`src/rtl/id3fw_pkg.sv`:
```
`timescale 1ns / 1ps
// ----------------------------------------------------------------------------
// id3fw_pkg
// Shared types and constants of the ID3v2.4 frame walker.
// ----------------------------------------------------------------------------
package id3fw_pkg;

  localparam int HEADER_BYTES = 10;
  localparam int BODY_LIMIT   = 256;

  localparam logic [15:0] MIN_VERSION_RESET = 16'h0400;
  localparam logic [31:0] ID3_MAGIC  = 32'h0049_4433;
  localparam logic [7:0]  CHAR_SLASH = 8'h2f;
  localparam logic [30:0] MAX31      = 31'h7fff_ffff;

  localparam logic [2:0] EV_FRAME   = 3'd0;
  localparam logic [2:0] EV_TRACK   = 3'd1;
  localparam logic [2:0] EV_LENGTH  = 3'd2;
  localparam logic [2:0] EV_TAG_END = 3'd3;
  localparam logic [2:0] EV_BAD_MAG = 3'd4;
  localparam logic [2:0] EV_BAD_VER = 3'd5;

  localparam logic [3:0] KIND_TRCK = 4'd3;
  localparam logic [3:0] KIND_TLEN = 4'd9;
  localparam logic [3:0] KIND_NONE = 4'd11;

  localparam logic [31:0] ID_TABLE [11] = '{
    32'h5450_4531, 32'h5449_5432, 32'h5441_4C42, 32'h5452_434B,
    32'h5443_4F4E, 32'h5444_5243, 32'h5453_5345, 32'h5443_4D50,
    32'h5450_4532, 32'h544C_454E, 32'h4150_4943
  };

  typedef struct packed {
    logic [2:0]  event_kind;
    logic [31:0] id_word;
    logic [3:0]  frame_kind;
    logic [27:0] size_word;
    logic [30:0] value_a;
    logic [30:0] value_b;
    logic        last;
  } res_t;

  typedef struct packed {
    logic [1:0] count;
    res_t       res0;
    res_t       res1;
  } push_t;

  function automatic logic [3:0] kind_of(input logic [31:0] id);
    logic [3:0] k;
    k = KIND_NONE;
    for (int i = 10; i >= 0; i--) begin
      if (ID_TABLE[i] == id) k = 4'(i);
    end
    return k;
  endfunction

endpackage

```
`src/rtl/id3fw_parse.sv`:
```
`timescale 1ns / 1ps
// ----------------------------------------------------------------------------
// id3fw_parse
// Byte-wide parser state and the results that one byte produces.
// ----------------------------------------------------------------------------
module id3fw_parse (
  input  logic              clk,
  input  logic              rst,
  input  logic              step,
  input  logic [7:0]        data_byte,
  input  logic              first,
  input  logic [15:0]       min_version,
  output id3fw_pkg::push_t  push
);

  localparam logic [2:0] PH_IDLE  = 3'd0;
  localparam logic [2:0] PH_TAG   = 3'd1;
  localparam logic [2:0] PH_FRAME = 3'd2;
  localparam logic [2:0] PH_BODY  = 3'd3;
  localparam logic [2:0] PH_DONE  = 3'd4;

  logic [2:0]  phase, phase_next;
  logic [27:0] field_count, field_count_next;
  logic [27:0] tag_bytes, tag_bytes_next;
  logic [27:0] consumed, consumed_next;
  logic [31:0] id_shift, id_shift_next;
  logic [27:0] size_shift, size_shift_next;
  logic [15:0] version_word, version_word_next;
  logic [3:0]  current_kind, current_kind_next;
  logic [30:0] number_one, number_one_next;
  logic [30:0] number_two, number_two_next;
  logic        slash_seen, slash_seen_next;
  logic        digits_done, digits_done_next;

  logic [2:0]  ph_c;
  logic [27:0] fc_c, fc_inc, cons_sum, size_in;
  logic        head_v, end_v, digit, win;
  id3fw_pkg::res_t head, tag_end;

  function automatic logic [30:0] add_digit(input logic [30:0] v, input logic [7:0] c);
    logic [34:0] t;
    t = 35'({v, 3'b000}) + 35'({v, 1'b0}) + 35'(c[3:0]);
    return (t > 35'(id3fw_pkg::MAX31)) ? id3fw_pkg::MAX31 : t[30:0];
  endfunction

  function automatic logic [27:0] sat_add(input logic [27:0] a, input logic [27:0] b);
    logic [28:0] t;
    t = {1'b0, a} + {1'b0, b};
    return t[28] ? '1 : t[27:0];
  endfunction

  function automatic id3fw_pkg::res_t mk(input logic [2:0] ek, input logic [31:0] id,
                                         input logic [3:0] fk, input logic [27:0] sz,
                                         input logic [30:0] a, input logic [30:0] b);
    id3fw_pkg::res_t r;
    r.event_kind = ek;
    r.id_word    = id;
    r.frame_kind = fk;
    r.size_word  = sz;
    r.value_a    = a;
    r.value_b    = b;
    r.last       = 1'b0;
    return r;
  endfunction

  always_comb begin
    ph_c              = first ? PH_TAG : phase;
    fc_c              = first ? '0 : field_count;
    phase_next        = ph_c;
    field_count_next  = fc_c;
    tag_bytes_next    = first ? '0 : tag_bytes;
    consumed_next     = first ? '0 : consumed;
    id_shift_next     = first ? '0 : id_shift;
    size_shift_next   = first ? '0 : size_shift;
    version_word_next = first ? '0 : version_word;
    current_kind_next = first ? id3fw_pkg::KIND_NONE : current_kind;
    number_one_next   = number_one;
    number_two_next   = number_two;
    slash_seen_next   = slash_seen;
    digits_done_next  = digits_done;
    fc_inc            = fc_c + 28'd1;
    size_in           = {size_shift_next[20:0], data_byte[6:0]};
    cons_sum          = sat_add(consumed_next, size_shift_next);
    digit             = (data_byte >= 8'h30) && (data_byte <= 8'h39);
    win               = (fc_c >= 28'd1) && (fc_c < 28'(id3fw_pkg::BODY_LIMIT));
    head_v            = 1'b0;
    end_v             = 1'b0;
    head              = mk(id3fw_pkg::EV_FRAME, '0, id3fw_pkg::KIND_NONE, '0, '0, '0);

    case (ph_c)
      PH_TAG: begin
        if (fc_c < 28'd3) id_shift_next = {id_shift_next[23:0], data_byte};
        else if (fc_c < 28'd5) version_word_next = {version_word_next[7:0], data_byte};
        else if (fc_c >= 28'd6) size_shift_next = size_in;
        field_count_next = fc_inc;
        if (fc_inc >= 28'(id3fw_pkg::HEADER_BYTES)) begin
          tag_bytes_next = size_shift_next;
          if (id_shift_next != id3fw_pkg::ID3_MAGIC) begin
            head_v     = 1'b1;
            head       = mk(id3fw_pkg::EV_BAD_MAG, '0, id3fw_pkg::KIND_NONE, '0, '0, '0);
            phase_next = PH_DONE;
          end else if (version_word_next < min_version) begin
            head_v     = 1'b1;
            head       = mk(id3fw_pkg::EV_BAD_VER, '0, id3fw_pkg::KIND_NONE,
                            size_shift_next, 31'(version_word_next), '0);
            phase_next = PH_DONE;
          end else if (size_shift_next == '0) begin
            end_v      = 1'b1;
            phase_next = PH_DONE;
          end else begin
            consumed_next    = '0;
            phase_next       = PH_FRAME;
            field_count_next = '0;
            id_shift_next    = '0;
            size_shift_next  = '0;
          end
        end
      end
      PH_FRAME: begin
        if (fc_c < 28'd4) id_shift_next = {id_shift_next[23:0], data_byte};
        else if (fc_c < 28'd8) size_shift_next = size_in;
        field_count_next = fc_inc;
        if (fc_inc >= 28'(id3fw_pkg::HEADER_BYTES)) begin
          consumed_next = sat_add(consumed_next, 28'(id3fw_pkg::HEADER_BYTES));
          if (id_shift_next[31:24] == 8'd0) begin
            end_v      = 1'b1;
            phase_next = PH_DONE;
          end else begin
            current_kind_next = id3fw_pkg::kind_of(id_shift_next);
            head_v = 1'b1;
            head   = mk(id3fw_pkg::EV_FRAME, id_shift_next, current_kind_next,
                        size_shift_next, '0, '0);
            field_count_next = '0;
            number_one_next  = '0;
            number_two_next  = '0;
            slash_seen_next  = 1'b0;
            digits_done_next = 1'b0;
            if (size_shift_next == '0) begin
              if (consumed_next >= tag_bytes_next) begin
                end_v      = 1'b1;
                phase_next = PH_DONE;
              end else begin
                phase_next = PH_FRAME;
                id_shift_next = '0;
              end
            end else begin
              phase_next = PH_BODY;
            end
          end
        end
      end
      PH_BODY: begin
        if (win) begin
          if (current_kind_next == id3fw_pkg::KIND_TRCK) begin
            if (!slash_seen) begin
              if (data_byte == id3fw_pkg::CHAR_SLASH) begin
                slash_seen_next  = 1'b1;
                digits_done_next = 1'b0;
              end else if (!digits_done) begin
                if (digit) number_one_next = add_digit(number_one, data_byte);
                else digits_done_next = 1'b1;
              end
            end else if (!digits_done) begin
              if (digit) number_two_next = add_digit(number_two, data_byte);
              else digits_done_next = 1'b1;
            end
          end else if (current_kind_next == id3fw_pkg::KIND_TLEN && !digits_done) begin
            if (digit) number_one_next = add_digit(number_one, data_byte);
            else digits_done_next = 1'b1;
          end
        end
        field_count_next = fc_inc;
        if (fc_inc >= size_shift_next) begin
          if (current_kind_next == id3fw_pkg::KIND_TRCK && slash_seen_next) begin
            head_v = 1'b1;
            head   = mk(id3fw_pkg::EV_TRACK, id_shift_next, current_kind_next,
                        size_shift_next, number_one_next, number_two_next);
          end else if (current_kind_next == id3fw_pkg::KIND_TLEN) begin
            head_v = 1'b1;
            head   = mk(id3fw_pkg::EV_LENGTH, id_shift_next, current_kind_next,
                        size_shift_next, number_one_next, '0);
          end
          consumed_next = cons_sum;
          if (cons_sum >= tag_bytes_next) begin
            end_v      = 1'b1;
            phase_next = PH_DONE;
          end else begin
            phase_next       = PH_FRAME;
            field_count_next = '0;
            id_shift_next    = '0;
            size_shift_next  = '0;
          end
        end
      end
      default: begin
      end
    endcase

    if (phase_next == PH_FRAME && field_count_next == '0) size_shift_next = '0;

    tag_end    = mk(id3fw_pkg::EV_TAG_END, '0, id3fw_pkg::KIND_NONE, tag_bytes_next, '0, '0);
    push.count = step ? ({1'b0, head_v} + {1'b0, end_v}) : 2'd0;
    push.res0  = head_v ? head : tag_end;
    push.res1  = tag_end;
    if (head_v && end_v) push.res1.last = 1'b1;
    else push.res0.last = 1'b1;
  end

  always_ff @(posedge clk) begin
    if (rst) begin
      phase        <= PH_IDLE;
      field_count  <= '0;
      tag_bytes    <= '0;
      consumed     <= '0;
      id_shift     <= '0;
      size_shift   <= '0;
      version_word <= '0;
      current_kind <= id3fw_pkg::KIND_NONE;
      number_one   <= '0;
      number_two   <= '0;
      slash_seen   <= 1'b0;
      digits_done  <= 1'b0;
    end else if (step) begin
      phase        <= phase_next;
      field_count  <= field_count_next;
      tag_bytes    <= tag_bytes_next;
      consumed     <= consumed_next;
      id_shift     <= id_shift_next;
      size_shift   <= size_shift_next;
      version_word <= version_word_next;
      current_kind <= current_kind_next;
      number_one   <= number_one_next;
      number_two   <= number_two_next;
      slash_seen   <= slash_seen_next;
      digits_done  <= digits_done_next;
    end
  end

endmodule

```
`src/rtl/id3fw_outq.sv`:
```
`timescale 1ns / 1ps
// ----------------------------------------------------------------------------
// id3fw_outq
// Four-entry result queue: up to two items in, one item out per cycle while out_stall is low.
// ----------------------------------------------------------------------------
module id3fw_outq (
  input  logic              clk,
  input  logic              rst,
  input  id3fw_pkg::push_t  push,
  output logic              full,
  output logic              out_valid,
  input  logic              out_stall,
  output id3fw_pkg::res_t   head
);

  localparam int DEPTH = 4;
  localparam int AW    = $clog2(DEPTH);

  id3fw_pkg::res_t mem [DEPTH];
  logic [AW-1:0]   wr_ptr, rd_ptr;
  logic [AW:0]     count, count_next;
  logic            pop;

  assign out_valid = (count != '0);
  assign head      = mem[rd_ptr];
  assign pop       = out_valid && !out_stall;
  // room for two more results is needed before a byte is taken
  assign full      = (count > (AW + 1)'(DEPTH - 2));

  always_comb begin
    count_next = count + (AW + 1)'(push.count) - (AW + 1)'(pop);
  end

  always_ff @(posedge clk) begin
    if (push.count != 2'd0) mem[wr_ptr] <= push.res0;
    if (push.count == 2'd2) mem[wr_ptr + AW'(1)] <= push.res1;
  end

  always_ff @(posedge clk) begin
    if (rst) begin
      wr_ptr <= '0;
      rd_ptr <= '0;
      count  <= '0;
    end else begin
      wr_ptr <= wr_ptr + AW'(push.count);
      rd_ptr <= rd_ptr + AW'(pop);
      count  <= count_next;
    end
  end

endmodule

```
`src/rtl/id3v24_frame_walker_core.sv`:
```
`timescale 1ns / 1ps
// ----------------------------------------------------------------------------
// id3v24_frame_walker_core
// ID3v2.4 tag header check and frame header walk, one file byte per item.
// ----------------------------------------------------------------------------
// The block takes one byte per cycle and updates its parser state in that
// cycle; a byte yields zero, one or two result items, which go into a
// four-entry result queue that delivers one item per cycle while out_stall
// is low. Input stalls only while fewer than two queue slots are free, so the
// byte rate is one per cycle as long as results are taken; the single output
// port sets the limit when bytes produce results faster than one per cycle.
// There is no clearing pass after reset.
module id3v24_frame_walker_core (
  input  logic        clk,
  input  logic        rst,
  input  logic        cfg_wr,
  input  logic [15:0] cfg_data,
  input  logic        in_valid,
  output logic        in_stall,
  input  logic [7:0]  data_byte,
  input  logic        first,
  output logic        out_valid,
  input  logic        out_stall,
  output logic [2:0]  event_kind,
  output logic [31:0] id_word,
  output logic [3:0]  frame_kind,
  output logic [27:0] size_word,
  output logic [30:0] value_a,
  output logic [30:0] value_b,
  output logic        last
);

  logic [15:0]      min_version;
  logic             full;
  id3fw_pkg::push_t push;
  id3fw_pkg::res_t  head;

  always_ff @(posedge clk) begin
    if (rst) begin
      min_version <= id3fw_pkg::MIN_VERSION_RESET;
    end else if (cfg_wr) begin
      min_version <= cfg_data;
    end
  end

  assign in_stall = full;

  id3fw_parse u_parse (
    .clk         (clk),
    .rst         (rst),
    .step        (in_valid && !full),
    .data_byte   (data_byte),
    .first       (first),
    .min_version (min_version),
    .push        (push)
  );

  id3fw_outq u_outq (
    .clk       (clk),
    .rst       (rst),
    .push      (push),
    .full      (full),
    .out_valid (out_valid),
    .out_stall (out_stall),
    .head      (head)
  );

  assign event_kind = head.event_kind;
  assign id_word    = head.id_word;
  assign frame_kind = head.frame_kind;
  assign size_word  = head.size_word;
  assign value_a    = head.value_a;
  assign value_b    = head.value_b;
  assign last       = head.last;

endmodule

```
`config.mk`:
```
export PLATFORM = sky130hd
export DESIGN_NAME = id3v24_frame_walker_core
export DESIGN_NICKNAME = d
export VERILOG_FILES = /design/src/rtl/id3fw_pkg.sv /design/src/rtl/id3fw_parse.sv /design/src/rtl/id3fw_outq.sv /design/src/rtl/id3v24_frame_walker_core.sv
export SDC_FILE = /design/constraint.sdc
export NUM_CORES = 2
export LEC_CHECK = 0
export BUFFER_PORTS_ARGS = -buffer_cell sky130_fd_sc_hd__buf_2
export CELL_PAD_IN_SITES_DETAIL_PLACEMENT = 1
export CELL_PAD_IN_SITES_GLOBAL_PLACEMENT = 2
export CORE_AREA = 2 2 348 350
export CTS_CLUSTER_DIAMETER = 60
export CTS_CLUSTER_SIZE = 10
export DETAILED_ROUTE_END_ITERATION = 16
export DIE_AREA = 0 0 350 352
export HOLD_SLACK_MARGIN = 0.06
export PLACE_DENSITY_LB_ADDON = 0.1
export SYNTH_ARGS = -nofsm -noshare
export SYNTH_HDL_FRONTEND = slang
export SYNTH_HIERARCHICAL = 1
export SYNTH_SLANG_ARGS = --single-unit
```
`constraint.sdc`:
```
create_clock -name clk -period 15.7 [get_ports clk]
set_clock_uncertainty 0.2 [all_clocks]
set_input_delay 0 -clock clk [delete_from_list [all_inputs] [get_ports clk]]
set_output_delay 0 -clock clk [all_outputs]
set_load 0.01 [all_outputs]
```
Word-level counts from Yosys, hierarchy flattened. Memories as Yosys holds them, arrays and structs flattened. A register that Yosys moved wholly into a read port is not among the register bits. Index checks and enable logic that the tools add are counted.

Bits of input ports: 30. Bits in registers: 254. Memories kept: 1. Memory bits (writable): 520.

Memory list: u_outq.mem (depth 4, width 130, rd ports 1, clocked after memory_dff 1, wr ports 2, line id3fw_outq.sv:19) `id3fw_pkg::res_t mem [DEPTH];`.

Equal/unequal tests: 25. Magnitude comparators: 17. Reduce and logical (&&, ||, !) cells: 20. Muxes and demuxes: 160. Add/subtract/negate cells: 13.

Operators by type and width (number): 28-bit two-way mux (36); 130-bit two-way mux (7); 31-bit two-way mux (16); 32-bit two-way mux (15); 130-bit one-hot mux with 3 select lines (1); 31-bit by 32-bit equality test with 1-bit output, first input constant (11); 28-bit one-hot mux with 3 select lines (3); 129-bit two-way mux (1); 127-bit two-way mux (1); 31-bit one-hot mux with 2 select lines (2); 32-bit one-hot mux with 3 select lines (1); 28-bit greater-or-equal comparator (3); 28-bit logical NOT (3); 16-bit two-way mux (5); 34-bit by 32-bit adder with 35-bit output (2); 35-bit by 4-bit adder with 35-bit output (2); 35-bit by 31-bit greater-than comparator with 1-bit output, second input constant (2); 28-bit by 3-bit less-than comparator with 1-bit output, second input constant (2); 4-bit two-way mux (12); 1-bit two-way mux (40); 3-bit two-way mux (11); 32-bit by 23-bit inequality test with 1-bit output, second input constant (1); 28-bit by 28-bit adder with 29-bit output (1); 28-bit by 4-bit adder with 29-bit output, second input constant (1); other kinds (38) (56).

Longest topological paths before layout.
Word-level depth: 21. Gate-level depth with buffers: 40. Mapped depth without buffers: 31.

Modules after synthesis. Netlist, hierarchy kept.

By module, submodules not included: id3fw_outq (instances 1, area each 25318.0 sq um, cells an instance 1307, sequential area each 15755.1 sq um); id3fw_parse (instances 1, area each 25000.2 sq um, cells an instance 3403, sequential area each 4624.4 sq um); id3v24_frame_walker_core (instances 1, area each 588.1 sq um, cells an instance 53, sequential area each 320.3 sq um).

Least setup slack after synthesis. OpenSTA, ideal clock, no wires.

Path type: input port to flip-flop. From: in first. To: mem u_outq/mem[3][0] in the netlist's numbering (enable). Setup slack: 1.925 ns. Required time: 14.864 ns. Cell stages on the path: 36. Arrival: 12.940 ns. Buffers on the path: 13. Cell sequence: clkbuf_1 > clkbuf_1 > buf_2 > buf_2 > clkbuf_1 > clkbuf_1 > buf_1 > buf_1 > clkbuf_1 > buf_1 > buf_1 > nor2b_1 > inv_1 > ha_1 > mux2i_1 > nor2_1 > clkbuf_1 > mux2i_1 > nor2_1 > ha_1 > a211o_1 > a31oi_1 > o21bai_1 > a21o_1 > a221oi_1 > nor2_1 > o21a_1 > o21a_1 > clkbuf_1 > inv_1 > ha_1 > inv_1 > nor2_1 > nor2b_1 > a21oi_1 > nor2b_1.

RTL lines: start, declared (line id3v24_frame_walker_core.sv:21) `input logic first,`; end, declared (line id3fw_outq.sv:19).

==> impl_metrics.csv <==
group,metric,value,unit
power_and_ir_drop,p_seq_share,42.9,%
yosys,yosysMostFrequentCell,"edfxtp_1",
final_layout,fin_nets,5141,
final_layout,drive_gt1_share,15.5,%
yosys,async_flop_share,0,%
setup_path,critPathLaunch,"first",
clocking,clk_path_buf_depth,3,
setup_path,end_kind,"flip-flop",
grt,grt_antenna_before_repair,6,
flow_run,cap_violations,0,
yosys,synth_area_leaders,"edfxtp_1, dfxtp_1, mux2_1, ha_1, mux4_2",
power_and_ir_drop,power_leakage,0.0233,uW
route,via_per_inst,6.08,
sta,setup_viol,0,
clocking,clkTransAtPathRegs,0.06,ns
clocking,cts_made_buffers,103,
yosys,ys_types,91,
clocking,clk_latency,0.69,ns
clocking,cts_sinks,774,
power_and_ir_drop,power_density,92.4,nW/um^2
setup_path,critPathMaxFanout,57,
placement,globalplace.congestion,0.891,
placement,io_buffers,161,
setup_path,crit_slowest_cell,"buf_4",
floorplanning,die_h,352,um
power_and_ir_drop,p_int,3790,uW
placement,place_hpwl,121000,um
grt,grt_pass1_vias,41800,
yosys,synth_edf_count,520,
yosys,synth-seq-area-share,40.7,%
floorplanning,row_count,127,
route,dr.first_iter.drc_count,2868,
setup_path,reg2regPathDepth,27,
power_and_ir_drop,p_clk_share,44.3,%
yosys,yosys.area.top_type,"edfxtp_1",
outcome,status,"finished clean",
route,routedWlPerCell,27.2,um
floorplanning,io_pins,162,
power_and_ir_drop,vdd_drop_max,0.0839,mV
power_and_ir_drop,swShare,27.9,%
final_layout,final_cell_count_no_fill,6564,
sta,min_period_over_period,65.2,%
route,drt-pass1-iter-count,5,
grt,grt_pass1_wl,271000,um
clocking,clockRootBuffer,"clkbuf_16",
floorplanning,dieWidth,350,um
grt,grt_max_degree,131,
route,ant_nets,0,
yosys,syn_area_per_cell,10.7,um^2
setup_path,max_stage_delay,0.88,ns
clocking,postCtsSetupBuffers,0,
hold_path,min-delay-start,"data_byte[6]",
sta,slew_violations,0,
yosys,syn_inst,4763,
setup_path,crit_arrival,10.48,ns
sta,fmax,97.7,MHz
sta,grt_setup_unrepaired,"false",
route,postRouteWirelength,178000,um
placement,post-place-cells,6288,
floorplanning,start_util,42.7,%
sta,period_needed,10.24,ns
yosys,synth.top_cell.area_share,30.7,%
sta,hold_viol_final,0,
sta,hold_ws,0.174,ns
floorplanning,dieArea,123000,um^2
final_layout,syn2layout_area_growth,11.7,%
yosys,synth_ff_type,"edfxtp_1",
grt,grt_overflow,0,
final_layout,stdcell_area,56900,um^2
yosys,yosys-top-cells-count,"edfxtp_1, nand2_1, mux2_1",
route,drc,0,
sta,slew_headroom,11.7,%
hold_path,hold_depth,4,
final_layout,fin_util,47.7,%
setup_path,r2r-start,"u_parse/size_shift[0]",
setup_path,worst-setup-path-type,"primary input to flip-flop",
clocking,htreeDepth,3,
yosys,yosysWarnings,6,
sta,tightest_slew,1.32,ns
hold_path,hold_path_class,"primary input to flip-flop",
setup_path,cp-start-kind,"primary input",
clocking,cts_tree,"built",
yosys,syn_area,50900,um^2
placement,place_area,52800,um^2
grt,grt_use_total,28.7,%
route,vias,39900,
yosys,ys_seq_elements,774,
setup_path,critPathRequiredTime,15.94,ns
sta,setup_tns,0,ns
power_and_ir_drop,combPwrFrac,12.9,%
power_and_ir_drop,power_switching,1460,uW
floorplanning,coreArea,119000,um^2
## placed cells by master, fill, tap and decap left out, types with 28 or more instances in the layout
cell type      count
edfxtp_1         520
nor2_1           304
ha_1             244
o221a_2           47
a21o_1            71
a22oi_1           62
a2111oi_0         28
and2_1            28
buf_2            159
nand4_1           64
inv_1            104
a21oi_1          235
clkbuf_16        106
o221ai_1          32
nor3_1            86
dfxtp_1          252
nand2b_1          33
buf_4             97
a31oi_1           35
mux4_2           130
mux2_1           400
dlygate4sd3_1     81
conb_1           101
o211ai_1          50
clkbuf_1          49
nor2b_1           64
nand2_1          425
xor2_1            37
o21ai_0          155
mux2i_1          106
a211oi_1          52
nand3_1           72
nor4_1            35
and3_1            37
mux2_2           134
o21a_1            30
xnor2_1           91
## cells by family after synthesis
logic type / count (synthesis) / synth area share, %
AOI/OAI and AO/OA: 1007 / 13.8
adders and majority gates: 252 / 6.25
muxes: 771 / 19.7
other: 2 / 0.0148
DFF: 774 / 40.7
xor gates and xnor gates: 128 / 2.20
buffers and inverters: 550 / 5.25
and+or+nand+nor: 1279 / 12.1
## state kept, by name, summed over array words and instances, names as in the netlist, 28 cells and up
register	flops
u_outq/mem	520
u_parse/consumed	28
u_parse/field_count	28
u_parse/id_shift	32
u_parse/number_one	31
u_parse/number_two	31
u_parse/size_shift	28
u_parse/tag_bytes	28
## layout make-up
type                       instances  area, um^2
sequential                       774       20700
multi-input combinational       3538       28100
clock inverter                    34         402
timing repair buffer             340        2390
antenna                            1        2.50
clock buffer                     160        2910
tap                             1612        2020
inverter                         105         395
fill                           12800       62500
## critical path, delay by kind of cell
family	cells	cell delay [ns]
AOI/OAI and AO/OA	12	3.63
adders and majority gates	3	1.03
buffers and inverters	7	3.32
muxes	1	0.39
and+or+nand+nor	8	1.89
## metal layers
metal | GRT usage [%] | share of wire, % | up-vias
li1 | - | - | 18200
met1 | 38.4 | 44 | 20500
met2 | 48.1 | 48 | 987
met3 | 3.77 | 4.7 | 276
met4 | 8.67 | 2.9 | 8
met5 | 0 | 0.027 | -
## through the flow
stage,worst slack (ns),power (uW)
3_5_place_dp,5.38,2940
6_report,5.46,5250
3_3_place_gp,5.52,2940
5_1_grt,4.83,5430
2_1_floorplan,1.92,2720
4_1_cts,5.48,5300
## power groups by stage
stage	combinational [uW]	sequential [uW]	clock, uW
6_report	676	2250	2330
5_1_grt	725	2260	2450
4_1_cts	667	2250	2380
3_5_place_dp	646	2300	0
3_3_place_gp	645	2290	0
2_1_floorplan	482	2240	0
## repair_timing
action,4_1_cts,5_1_grt
gates resized for setup,0,0
endpoints found under the hold margin,155,0
hold buffers,81,0
## path summary, 6_finish.rpt
path / to / slack [ns]
max reg2reg: u_outq/mem[2][46] / 5.82
min reg2reg: u_parse/version_word[11] / 0.26
max: u_outq/mem[2][46] / 5.46
min: u_parse/size_shift[6] / 0.17
Note: power is estimated with default switching activity, not from simulation.
